==> src/rtl/jsu_pkg.sv <==
// Shared types, constants and a helper function for the JSON string unescape block.
package jsu_pkg;

  // Default depth of the command queue between front and back.
  localparam int unsigned FifoDepth = 4;

  // Character codes seen in a string body.
  localparam logic [7:0] ChQuote     = 8'h22;
  localparam logic [7:0] ChBackslash = 8'h5C;
  localparam logic [7:0] ChSlash     = 8'h2F;
  localparam logic [7:0] ChLowerN    = 8'h6E;
  localparam logic [7:0] ChLowerT    = 8'h74;
  localparam logic [7:0] ChLowerR    = 8'h72;
  localparam logic [7:0] ChLowerB    = 8'h62;
  localparam logic [7:0] ChLowerF    = 8'h66;
  localparam logic [7:0] ChLowerU    = 8'h75;

  // Control bytes produced by the single-letter escapes.
  localparam logic [7:0] ByteLf = 8'h0A;
  localparam logic [7:0] ByteHt = 8'h09;
  localparam logic [7:0] ByteCr = 8'h0D;
  localparam logic [7:0] ByteBs = 8'h08;
  localparam logic [7:0] ByteFf = 8'h0C;

  // UTF-8 encoding constants.
  localparam logic [15:0] Utf8Lim1 = 16'h0080;
  localparam logic [15:0] Utf8Lim2 = 16'h0800;
  localparam logic [7:0]  Utf8Lead2 = 8'hC0;
  localparam logic [7:0]  Utf8Lead3 = 8'hE0;
  localparam logic [7:0]  Utf8Cont  = 8'h80;

  // Result counts per command.
  localparam logic [1:0] NumRes1 = 2'd1;
  localparam logic [1:0] NumRes2 = 2'd2;
  localparam logic [1:0] NumRes3 = 2'd3;

  // Decoder mode.
  typedef enum logic [2:0] {
    MODE_TEXT = 3'd0,
    MODE_ESC  = 3'd1,
    MODE_HEX1 = 3'd2,
    MODE_HEX2 = 3'd3,
    MODE_HEX3 = 3'd4,
    MODE_HEX4 = 3'd5
  } mode_e;

  // Error codes reported on a result.
  typedef enum logic [2:0] {
    ERR_NONE        = 3'd0,
    ERR_UNTERM_STR  = 3'd1,
    ERR_UNTERM_ESC  = 3'd2,
    ERR_BAD_UNICODE = 3'd3,
    ERR_BAD_ESCAPE  = 3'd4
  } err_e;

  // One queued command: up to three result bytes, or one end/error result.
  typedef struct packed {
    logic [1:0]      n_res;
    logic            has_byte;
    logic [2:0][7:0] bytes;
    logic            done;
    err_e            err;
  } cmd_t;

  // Hex digit value; bit 4 flags a valid digit.
  function automatic logic [4:0] hex_value(input logic [7:0] c);
    logic [4:0] r;
    r = 5'd0;
    if (c inside {[8'h30:8'h39]}) begin
      r = {1'b1, 4'(c - 8'h30)};
    end else if (c inside {[8'h61:8'h66]}) begin
      r = {1'b1, 4'(c - 8'h57)};
    end else if (c inside {[8'h41:8'h46]}) begin
      r = {1'b1, 4'(c - 8'h37)};
    end
    return r;
  endfunction

endpackage

==> src/rtl/jsu_front.sv <==
// Front end: accepts string bytes, tracks the escape state and issues commands.
module jsu_front (
  input  logic          clk_i,
  input  logic          rst_ni,
  input  logic          in_valid_i,
  output logic          in_ready_o,
  input  logic [7:0]    char_byte_i,
  input  logic          no_more_i,
  input  logic          q_full_i,
  output logic          q_push_o,
  output jsu_pkg::cmd_t q_cmd_o
);

  jsu_pkg::mode_e mode_q, mode_d;
  logic [15:0]    cp_q, cp_d;
  logic           accept;
  logic [4:0]     hv;
  logic [15:0]    cp_new;
  logic           push;
  jsu_pkg::cmd_t  cmd;

  assign in_ready_o = !q_full_i;
  assign accept     = in_valid_i && in_ready_o;
  assign hv         = jsu_pkg::hex_value(char_byte_i);
  assign cp_new     = {cp_q[11:0], hv[3:0]};

  // Next decoder state
  always_comb begin
    mode_d = mode_q;
    cp_d   = cp_q;
    if (accept) begin
      mode_d = jsu_pkg::MODE_TEXT;
      cp_d   = 16'd0;
      if (!no_more_i) begin
        case (mode_q)
          jsu_pkg::MODE_TEXT: begin
            if (char_byte_i == jsu_pkg::ChBackslash) begin
              mode_d = jsu_pkg::MODE_ESC;
            end
          end
          jsu_pkg::MODE_ESC: begin
            if (char_byte_i == jsu_pkg::ChLowerU) begin
              mode_d = jsu_pkg::MODE_HEX1;
            end
          end
          jsu_pkg::MODE_HEX1, jsu_pkg::MODE_HEX2, jsu_pkg::MODE_HEX3: begin
            if (hv[4]) begin
              mode_d = jsu_pkg::mode_e'(mode_q + 3'd1);
              cp_d   = cp_new;
            end
          end
          default: begin
          end
        endcase
      end
    end
  end

  // Build the command for the accepted byte
  always_comb begin
    push = 1'b0;
    cmd  = '0;
    cmd.n_res = jsu_pkg::NumRes1;
    if (no_more_i) begin
      push = 1'b1;
      case (mode_q)
        jsu_pkg::MODE_TEXT: cmd.err = jsu_pkg::ERR_UNTERM_STR;
        jsu_pkg::MODE_ESC:  cmd.err = jsu_pkg::ERR_UNTERM_ESC;
        default:            cmd.err = jsu_pkg::ERR_BAD_UNICODE;
      endcase
    end else begin
      case (mode_q)
        jsu_pkg::MODE_ESC: begin
          push         = 1'b1;
          cmd.has_byte = 1'b1;
          case (char_byte_i)
            jsu_pkg::ChQuote:     cmd.bytes[0] = jsu_pkg::ChQuote;
            jsu_pkg::ChBackslash: cmd.bytes[0] = jsu_pkg::ChBackslash;
            jsu_pkg::ChSlash:     cmd.bytes[0] = jsu_pkg::ChSlash;
            jsu_pkg::ChLowerN:    cmd.bytes[0] = jsu_pkg::ByteLf;
            jsu_pkg::ChLowerT:    cmd.bytes[0] = jsu_pkg::ByteHt;
            jsu_pkg::ChLowerR:    cmd.bytes[0] = jsu_pkg::ByteCr;
            jsu_pkg::ChLowerB:    cmd.bytes[0] = jsu_pkg::ByteBs;
            jsu_pkg::ChLowerF:    cmd.bytes[0] = jsu_pkg::ByteFf;
            jsu_pkg::ChLowerU: begin
              push         = 1'b0;
              cmd.has_byte = 1'b0;
            end
            default: begin
              cmd.has_byte = 1'b0;
              cmd.err      = jsu_pkg::ERR_BAD_ESCAPE;
            end
          endcase
        end
        jsu_pkg::MODE_HEX1, jsu_pkg::MODE_HEX2, jsu_pkg::MODE_HEX3,
        jsu_pkg::MODE_HEX4: begin
          if (!hv[4]) begin
            push    = 1'b1;
            cmd.err = jsu_pkg::ERR_BAD_UNICODE;
          end else if (mode_q == jsu_pkg::MODE_HEX4) begin
            push         = 1'b1;
            cmd.has_byte = 1'b1;
            if (cp_new < jsu_pkg::Utf8Lim1) begin
              cmd.bytes[0] = cp_new[7:0];
            end else if (cp_new < jsu_pkg::Utf8Lim2) begin
              cmd.n_res    = jsu_pkg::NumRes2;
              cmd.bytes[0] = jsu_pkg::Utf8Lead2 | {3'd0, cp_new[10:6]};
              cmd.bytes[1] = jsu_pkg::Utf8Cont | {2'd0, cp_new[5:0]};
            end else begin
              cmd.n_res    = jsu_pkg::NumRes3;
              cmd.bytes[0] = jsu_pkg::Utf8Lead3 | {4'd0, cp_new[15:12]};
              cmd.bytes[1] = jsu_pkg::Utf8Cont | {2'd0, cp_new[11:6]};
              cmd.bytes[2] = jsu_pkg::Utf8Cont | {2'd0, cp_new[5:0]};
            end
          end
        end
        default: begin
          // Text mode: quote ends the string, backslash opens an escape
          if (char_byte_i == jsu_pkg::ChQuote) begin
            push     = 1'b1;
            cmd.done = 1'b1;
          end else if (char_byte_i != jsu_pkg::ChBackslash) begin
            push         = 1'b1;
            cmd.has_byte = 1'b1;
            cmd.bytes[0] = char_byte_i;
          end
        end
      endcase
    end
  end

  assign q_push_o = accept && push;
  assign q_cmd_o  = cmd;

  always_ff @(posedge clk_i or negedge rst_ni) begin
    if (!rst_ni) begin
      mode_q <= jsu_pkg::MODE_TEXT;
      cp_q   <= 16'd0;
    end else begin
      mode_q <= mode_d;
      cp_q   <= cp_d;
    end
  end

`ifndef SYNTHESIS
  // Code point is clear whenever no \u escape is in progress
  assert property (@(posedge clk_i) disable iff (!rst_ni)
    (mode_q == jsu_pkg::MODE_TEXT || mode_q == jsu_pkg::MODE_ESC) |-> cp_q == 16'd0)
    else $error("code point not clear outside a unicode escape");
`endif

endmodule

==> src/rtl/jsu_fifo.sv <==
// Short command queue between the front and back ends.
module jsu_fifo #(
  parameter int unsigned Depth = jsu_pkg::FifoDepth
) (
  input  logic          clk_i,
  input  logic          rst_ni,
  input  logic          push_i,
  input  jsu_pkg::cmd_t push_data_i,
  output logic          full_o,
  input  logic          pop_i,
  output logic          head_valid_o,
  output jsu_pkg::cmd_t head_o
);

  localparam int unsigned PtrW = (Depth > 1) ? $clog2(Depth) : 1;
  localparam int unsigned CntW = $clog2(Depth + 1);

  jsu_pkg::cmd_t         mem_q [Depth];
  logic [PtrW-1:0]       wr_ptr_q, wr_ptr_d, rd_ptr_q, rd_ptr_d;
  logic [CntW-1:0]       count_q, count_d;
  logic                  do_pop;

  assign full_o       = (count_q == CntW'(Depth));
  assign head_valid_o = (count_q != '0);
  assign head_o       = mem_q[rd_ptr_q];
  assign do_pop       = pop_i && head_valid_o;

  // Advance pointers and occupancy
  always_comb begin
    wr_ptr_d = wr_ptr_q;
    rd_ptr_d = rd_ptr_q;
    count_d  = count_q;
    if (push_i) begin
      wr_ptr_d = (wr_ptr_q == PtrW'(Depth - 1)) ? '0 : wr_ptr_q + 1'b1;
    end
    if (do_pop) begin
      rd_ptr_d = (rd_ptr_q == PtrW'(Depth - 1)) ? '0 : rd_ptr_q + 1'b1;
    end
    if (push_i && !do_pop) begin
      count_d = count_q + 1'b1;
    end else if (!push_i && do_pop) begin
      count_d = count_q - 1'b1;
    end
  end

  always_ff @(posedge clk_i or negedge rst_ni) begin
    if (!rst_ni) begin
      wr_ptr_q <= '0;
      rd_ptr_q <= '0;
      count_q  <= '0;
    end else begin
      wr_ptr_q <= wr_ptr_d;
      rd_ptr_q <= rd_ptr_d;
      count_q  <= count_d;
    end
  end

  // Store the pushed command
  always_ff @(posedge clk_i) begin
    if (push_i) begin
      mem_q[wr_ptr_q] <= push_data_i;
    end
  end

`ifndef SYNTHESIS
  assert property (@(posedge clk_i) disable iff (!rst_ni) push_i |-> !full_o)
    else $error("push into a full command queue");
  assert property (@(posedge clk_i) disable iff (!rst_ni) count_q <= CntW'(Depth))
    else $error("command queue occupancy out of range");
`endif

endmodule

==> src/rtl/jsu_back.sv <==
// Back end: expands queued commands into result transfers through an output register.
module jsu_back (
  input  logic          clk_i,
  input  logic          rst_ni,
  input  logic          head_valid_i,
  input  jsu_pkg::cmd_t head_i,
  output logic          pop_o,
  output logic          out_valid_o,
  input  logic          out_ready_i,
  output logic [7:0]    out_byte_o,
  output logic          byte_valid_o,
  output logic          last_o,
  output logic          string_done_o,
  output logic [2:0]    error_code_o
);

  logic [1:0]     idx_q, idx_d;
  logic           out_valid_q, out_valid_d;
  logic [7:0]     out_byte_q;
  logic           byte_valid_q, last_q, done_q;
  jsu_pkg::err_e  err_q;
  logic           load, is_last;
  logic [7:0]     sel_byte;

  assign load    = head_valid_i && (!out_valid_q || out_ready_i);
  assign is_last = (idx_q == head_i.n_res - 2'd1);
  assign pop_o   = load && is_last;

  // Pick the byte of the current command
  always_comb begin
    case (idx_q)
      2'd1:    sel_byte = head_i.bytes[1];
      2'd2:    sel_byte = head_i.bytes[2];
      default: sel_byte = head_i.bytes[0];
    endcase
  end

  // Advance the result index and the output valid
  always_comb begin
    idx_d       = idx_q;
    out_valid_d = out_valid_q;
    if (load) begin
      idx_d       = is_last ? 2'd0 : idx_q + 2'd1;
      out_valid_d = 1'b1;
    end else if (out_ready_i) begin
      out_valid_d = 1'b0;
    end
  end

  always_ff @(posedge clk_i or negedge rst_ni) begin
    if (!rst_ni) begin
      idx_q       <= 2'd0;
      out_valid_q <= 1'b0;
    end else begin
      idx_q       <= idx_d;
      out_valid_q <= out_valid_d;
    end
  end

  // Hold the result payload until its transfer
  always_ff @(posedge clk_i) begin
    if (load) begin
      out_byte_q   <= head_i.has_byte ? sel_byte : 8'd0;
      byte_valid_q <= head_i.has_byte;
      last_q       <= is_last;
      done_q       <= head_i.done;
      err_q        <= head_i.err;
    end
  end

  assign out_valid_o   = out_valid_q;
  assign out_byte_o    = out_byte_q;
  assign byte_valid_o  = byte_valid_q;
  assign last_o        = last_q;
  assign string_done_o = done_q;
  assign error_code_o  = err_q;

`ifndef SYNTHESIS
  // A partly expanded command stays at the queue head
  assert property (@(posedge clk_i) disable iff (!rst_ni) idx_q != 2'd0 |-> head_valid_i)
    else $error("queue head lost in the middle of a multi-byte command");
`endif

endmodule

==> src/rtl/json_string_unescape.sv <==
// Top level of the JSON string body decoder with UTF-8 output for unicode escapes.
//
//  Channel | Direction | Handshake                 | Payload
//  --------+-----------+---------------------------+------------------------------------------
//  input   | in        | in_valid_i / in_ready_o   | char_byte_i, no_more_i
//  output  | out       | out_valid_o / out_ready_i | out_byte_o, byte_valid_o, last_o,
//          |           |                           | string_done_o, error_code_o
//
// One input byte is taken per cycle while the command queue has room.
// Each command leaves as one to three result transfers, one per cycle while out_ready_i is high.
// First result passes through the command queue and then the output register
// before it is valid on the output.
// rst_ni clears the decoder state, the queue occupancy and the output valid.
// A stalled output fills the queue; the input then stalls on a full queue.
module json_string_unescape #(
  parameter int unsigned FifoDepth = jsu_pkg::FifoDepth
) (
  input  logic       clk_i,
  input  logic       rst_ni,
  input  logic       in_valid_i,
  output logic       in_ready_o,
  input  logic [7:0] char_byte_i,
  input  logic       no_more_i,
  output logic       out_valid_o,
  input  logic       out_ready_i,
  output logic [7:0] out_byte_o,
  output logic       byte_valid_o,
  output logic       last_o,
  output logic       string_done_o,
  output logic [2:0] error_code_o
);

  logic          q_push, q_full, q_pop, q_head_valid;
  jsu_pkg::cmd_t q_cmd, q_head;

  jsu_front u_front (
    .clk_i       (clk_i),
    .rst_ni      (rst_ni),
    .in_valid_i  (in_valid_i),
    .in_ready_o  (in_ready_o),
    .char_byte_i (char_byte_i),
    .no_more_i   (no_more_i),
    .q_full_i    (q_full),
    .q_push_o    (q_push),
    .q_cmd_o     (q_cmd)
  );

  jsu_fifo #(
    .Depth (FifoDepth)
  ) u_fifo (
    .clk_i        (clk_i),
    .rst_ni       (rst_ni),
    .push_i       (q_push),
    .push_data_i  (q_cmd),
    .full_o       (q_full),
    .pop_i        (q_pop),
    .head_valid_o (q_head_valid),
    .head_o       (q_head)
  );

  jsu_back u_back (
    .clk_i         (clk_i),
    .rst_ni        (rst_ni),
    .head_valid_i  (q_head_valid),
    .head_i        (q_head),
    .pop_o         (q_pop),
    .out_valid_o   (out_valid_o),
    .out_ready_i   (out_ready_i),
    .out_byte_o    (out_byte_o),
    .byte_valid_o  (byte_valid_o),
    .last_o        (last_o),
    .string_done_o (string_done_o),
    .error_code_o  (error_code_o)
  );

endmodule
==> config.mk <==
export PLATFORM = sky130hd
export DESIGN_NAME = json_string_unescape
export DESIGN_NICKNAME = d
export VERILOG_FILES = /design/src/rtl/jsu_pkg.sv /design/src/rtl/jsu_front.sv /design/src/rtl/jsu_fifo.sv /design/src/rtl/jsu_back.sv /design/src/rtl/json_string_unescape.sv
export SDC_FILE = /design/constraint.sdc
export NUM_CORES = 1
export LEC_CHECK = 0
export CAP_MARGIN = 30
export CORE_UTILIZATION = 60
export CTS_CLUSTER_DIAMETER = 120
export DETAILED_ROUTE_END_ITERATION = 7
export DONT_BUFFER_PORTS = 1
export GPL_TIMING_DRIVEN = 0
export PLACE_DENSITY = 0.77
export SETUP_SLACK_MARGIN = 0.05
export SLEW_MARGIN = 10
export SYNTH_ARGS = -nofsm -noshare
export SYNTH_HDL_FRONTEND = slang
export SYNTH_SLANG_ARGS = --single-unit
==> constraint.sdc <==
create_clock -name clk_i -period 9.4 [get_ports clk_i]
set_clock_uncertainty 0.15 [all_clocks]
set_input_delay 1.88 -clock clk_i [delete_from_list [all_inputs] [get_ports clk_i]]
set_output_delay 1.88 -clock clk_i [all_outputs]
set_load 0.02 [all_outputs]
; After elaboration in Yosys (flattened, before gate mapping)
; Memories as Yosys holds them, arrays and structs flattened.
; Index checks and enable logic that the tools add are counted.
[totals]
ff_bits = 39
ram_bits = 124
in_bits = 13
mem_count = 1
[classes]
add_sub_neg = 10
order_cmp = 8
eq_ne = 21
mux = 53
n_reduce_logical = 24
[memory_table]
columns = memory, words, word_bits, read_ports, rd_clocked_by_memory_dff, write_ports, line
row1 = u_fifo.mem_q, 4, 31, 1, 0, 1, jsu_fifo.sv:18  ; jsu_pkg::cmd_t mem_q [Depth];
[op_table]
columns = operator, n
row1 = $eq 8x7->1 const B, 7
row2 = $pmux 7 s8, 1
row3 = $mux 27, 2
row4 = $mux 12, 3
row5 = $mux 16, 2
row6 = $mux 8, 4
row7 = $pmux 8 s2, 2
row8 = $mux 28, 1
row9 = $mux 3, 6
row10 = $eq 8x6->1 const B, 2
row11 = $ge 8x7->1 const B, 2
row12 = $le 8x7->1 const B, 2
row13 = $lt 16x12->1 const B, 1
row14 = $lt 16x8->1 const B, 1
row15 = $mux 1, 16
row16 = $mux 5, 3
row17 = $mux 14, 1
row18 = $mux 2, 7
row19 = $logic_and 1x1->1, 10
row20 = $eq 3x3->1 const B, 3
row21 = $pmux 3 s3, 1
row22 = $reduce_or 9->1, 1
row23 = $ge 8x6->1 const B, 1
row24 = $le 8x6->1 const B, 1
row25 = other kinds (24), 36

; Logic depth before layout (Yosys ltp)
[logic_depth]
depth_word = 13
ltp_mapped = 14
depth_no_buf = 13

; By module
; A second synthesis with hierarchy kept.
[unflattened]
cells_unflattened = 503
area_unflattened_um2 = 7503.4
[modules_own_cells]
columns = module, n_inst, cells_each, area_each_um2, seq_area_each_um2
row1 = jsu_fifo, 1, 199, 4944.7, 3898.7
row2 = jsu_front, 1, 233, 1737.9, 375.4
row3 = jsu_back, 1, 71, 820.8, 495.5

; Least setup slack after synthesis
; No wires, ideal clock.
[synth_path]
kind = input-to-reg
start = input char_byte_i[1]
end = register u_fifo.count_q[2]
setup_time_ns = 0.079
arrival_ns = 4.065
slack_ns = 5.106
cell_stages = 13
cell_sequence = inv_1 > ha_1 > nor3b_1 > nor4_2 > a21oi_2 > o21ai_0 > a31oi_4 > ha_1 > inv_1 > fa_1 > xor2_1 > nor2_1 > xor2_1
[synth_between]
elab_chain_len = 12
elab_cells_between_ends = 27
cone_classes = 6 x order compare / 3 x eq/ne / 10 x mux / 8 x reduce/logical
[synth_lines]
columns = item, line
row1 = from (decl), json_string_unescape.sv:22  ; input logic [7:0] char_byte_i,
row2 = $ge 8x7->1 / $le 8x7->1 (equally long branches), jsu_pkg.sv:73  ; end else if (c inside {[8'h41:8'h46]}) begin
row3 = $logic_and 1x1->1, jsu_pkg.sv:73
row4 = $mux 5, jsu_pkg.sv:73
row5 = $mux 5, jsu_pkg.sv:71  ; end else if (c inside {[8'h61:8'h66]}) begin
row6 = $mux 5, jsu_pkg.sv:69  ; if (c inside {[8'h30:8'h39]}) begin
row7 = $mux 1, jsu_front.sv:97  ; if (!hv[4]) begin
row8 = $pmux 1 s2 *, jsu_front.sv:72  ; case (mode_q)
row9 = $mux 1 *, jsu_front.sv:64  ; if (no_more_i) begin
row10 = $logic_and 1x1->1 *, jsu_front.sv:132  ; assign q_push_o = accept && push;
row11 = net q_push, json_string_unescape.sv:33  ; logic q_push, q_full, q_pop, q_head_valid;
row12 = $logic_not 1->1, jsu_fifo.sv:41  ; end else if (!push_i && do_pop) begin
row13 = $logic_and 1x1->1, jsu_fifo.sv:41
row14 = $reduce_bool 2->1 (no line), n/a
row15 = to (signal assigned), jsu_fifo.sv:54  ; count_q <= count_d;
row16 = to (decl), jsu_fifo.sv:20  ; logic [CntW-1:0] count_q, count_d;
; The timed path passes the listed nets; every way through them passes the cells marked *.
; A chain may end at the register's enable or synchronous reset.

; Worst setup path in the final report
; Ends and elaborated chain as after synthesis.

==> flow_summary.yaml <==
floorplanning:
  die-area_sq_um: 11900
  core_sq_um: 11000
  die_height_microns: 109
  die_w_microns: 109
  pin_count: 29
  std_cell_rows: 38
  initial_utilization_pct: 62.6
place:
  post-place-ws_ps: 4680
  gpl_congestion: 0.937
  hpwlAfterDp_mm: 9.52
  placement.cell_area_sq_um: 7080
  placedCellCount: 613
  place.port_buffers: 0
clock_tree:
  clock_pin_slew_worst_setup_and_hold_paths_ps: 60
  tritoncts_num_sinks: 151
  postCtsResizedCells: 0
  cts_inserted_buffers: 17
  clock_tree_from_tritoncts: "yes"
  cts-htree-levels: 4
  post_cts_hold_buffer_count: 0
  postCtsSetupRepairBufs: 0
  clock_tree.root_cell: "sky130_fd_sc_hd__clkbuf_16"
  worstSkewPairLatency_ps: 410
  cts-root-to-sink-buffers: 2
power_and_ir_drop:
  cellLeakagePower_nw: 2.73
  post-layout-total-power_mw: 2.23
  p_per_cell_area_nw_per_um2: 290
  vdd_ir_max_mv: 0.237
sta:
  rsz0062_at_grt: "no"
  max-slew-margin-rel_pct: 45.2
  timing_hold_violations_final: 0
  fin_crit_ps: 4350
  timing.fmax_mhz: 230
  setup_viol: 0
  finalMaxSlewViolations: 0
  worst-slew-pin-transition_ps: 816
  timing.final.ws_setup_ps: 5050
  finalSetupTns_ps: 0
  hold-worst-slack_ps: 375
  post-route-period-util_pct: 46.3
final_layout:
  utilization_after_layout_pct: 69.8
  stdcell_area_sq_um: 7700
  area_growth_syn_to_layout_pct: 11.5
  area_taken_by_multi_input_logic_gates_sq_um: 2350
  antennaDiodeCount: 0
  fillCellCount: 727
  final_cell_count_no_fill: 645
  final-seq-area_sq_um: 4410
  fin_nets: 524
  post_route_cells_drive_above_1_share_pct: 17.6
global_route:
  grt_start_max_net_pins: 29
  grt_util_met1_pct: 36.0
  first_global_vias: 4095
  global_route.usage.met2_pct: 43.4
  grt-ovfl-total: 0
  global_route.usage.met3_pct: 5.68
  antenna_violations_before_repair: 0
  global_route.peak_usage_layer: "met2"
  grt_pass1_wl_mm: 22.8
  groute.usage.overall_pct: 27.1
routing:
  route.final.wire_length_mm: 14.5
  drtPass1Iterations: 5
  postRouteAntennaNets: 0
  drt_iter0_markers: 339
  via_per_inst: 6.50
  via_count: 4191
  post-route-drc-count: 0
  routed_wire_length_per_instance_microns: 22.5
synthesis:
  synth-async-reset-ratio_pct: 16.6
  synth_flop_cell: "sky130_fd_sc_hd__edfxtp_1"
  postSynthRegisterBits: 151
  post-synth-top-count-cell: "sky130_fd_sc_hd__edfxtp_1"
  syn-mean-instance-area_sq_um: 14.6
  synthDominantCellAreaShare_pct: 54.8
  post_syn_nets: 505
  yosysUniqueCellTypes: 58
  synth_area_leaders: "sky130_fd_sc_hd__edfxtp_1 55%, sky130_fd_sc_hd__mux4_2 9.1%, sky130_fd_sc_hd__dfrtp_1 9.1%"
  synthDominantAreaCellType: "sky130_fd_sc_hd__edfxtp_1"
  synth_area_sq_um: 6900
  post_synth_most_frequent_cells: "126 x sky130_fd_sc_hd__edfxtp_1, 32 x sky130_fd_sc_hd__nor2_1, 31 x sky130_fd_sc_hd__nand2_1, 29 x sky130_fd_sc_hd__o21ai_0, 28 x sky130_fd_sc_hd__mux4_2"
  synth_sequential_area_ratio_pct: 63.9
  synth_enable_flop_cells: 126
  yosys_warnings: 0
  post_synth_inst_count: 473
worst_setup_path:
  setup.worst_path.end_class: "flip-flop"
  cp_cell_sequence: "inv_1 -> ha_1 -> nor3b_1 -> nor4_2 -> a21oi_2 -> o21ai_0 -> a31oi_4 -> ha_1 -> inv_1 -> fa_1 -> xor2_1 -> nor2_1 -> xor2_1"
  crit_arrival_ps: 4530
  criticalPathCategory: "in -> reg"
  critical_path_data_required_time_ps: 9580
  crit_slowest_cell: "sky130_fd_sc_hd__fa_1"
  critical_path.startpoint_type: "primary input"
  critPathMaxStageDelay_ps: 430
  path_max_fanout: 9
status:
  status: "complete, no violations"
flow_run:
  maxCapViolCount: 0
min_path:
  min-delay-path-class: "reg -> reg"
[sequential cells by signal (all words and copies together) (netlist names)]
| register | flops |
|---|---|
| u_back.byte_valid_o | 1 |
| u_back.error_code_o | 3 |
| u_back.idx_q | 2 |
| u_back.last_o | 1 |
| u_back.out_byte_o | 8 |
| u_back.out_valid_o | 1 |
| u_back.string_done_o | 1 |
| u_fifo.count_q | 3 |
| u_fifo.mem_q | 112 |
| u_fifo.rd_ptr_q | 2 |
| u_fifo.wr_ptr_q | 2 |
| u_front.cp_q | 12 |
| u_front.mode_q | 3 |
[routing by layer]
layer / wire length, microns / up-vias / part of all wire (%)
met2: 7230 / 179 / 50
met3: 897 / 28 / 6.2
li1: - / 1879 / -
met1: 6000 / 2105 / 41
met4: 388 / 0 / 2.7
met5: 0 / - / 0
[worst max-delay path, delay by kind of cell]
family / cells / cell delay (ps)
and+or+nand+nor: 3 / 480
adders and majority gates: 3 / 890
AOI/OAI and AO/OA: 3 / 800
buffers and inverters: 2 / 120
xor gates and xnor gates: 2 / 360
[worst paths after layout]
check,startpoint,endpoint,cells past startpoint,slack [ps]
worst max register to register,u_front.mode_q[0],u_fifo.count_q[2],14,5880
min in group asynchronous,rst_ni,u_front.cp_q[1],0,1010
worst max-delay path,char_byte_i[1],u_fifo.count_q[2],13,5050
worst min register to register,u_front.cp_q[8],u_front.cp_q[8],1,380
max in group asynchronous,rst_ni,u_front.mode_q[0],0,8010
worst min-delay path,u_front.cp_q[8],u_front.cp_q[8],1,380
[report_power, final]
group	leakage, nW	internal [mW]	switching (mW)
sequential	1.51	0.905	0.0977
clock	0.298	0.437	0.256
combinational	0.922	0.231	0.308
total	2.73	1.57	0.662
[layout make-up]
cell class,count,area share [%]
Clock inverter,12,1.95
Tap cell,140,2.27
Clock buffer,20,6.06
Buffer,16,1.01
Multi-Input combinational cell,287,30.5
Inverter,19,0.942
Sequential cell,151,57.3
[kinds of logic after synthesis]
kind of cell | Yosys count | synth area share (%)
AOI/OAI and AO/OA | 102 | 9.97
xor gates and xnor gates | 4 | 0.508
adders and majority gates | 19 | 3.55
buffers and inverters | 35 | 2.17
DFF | 151 | 63.9
muxes | 35 | 10.2
and+or+nand+nor | 127 | 9.68
[layout by cell type, fill, tap and decap left out, drive strengths merged, types with 18 or more instances in the layout]
cell type  count
a21oi         18
edfxtp       126
clkbuf        26
nand2         31
dfrtp         25
ha            18
inv           18
and2          19
o21ai         31
nor2          32
mux4          28
Power figures use the tool's default switching activity.
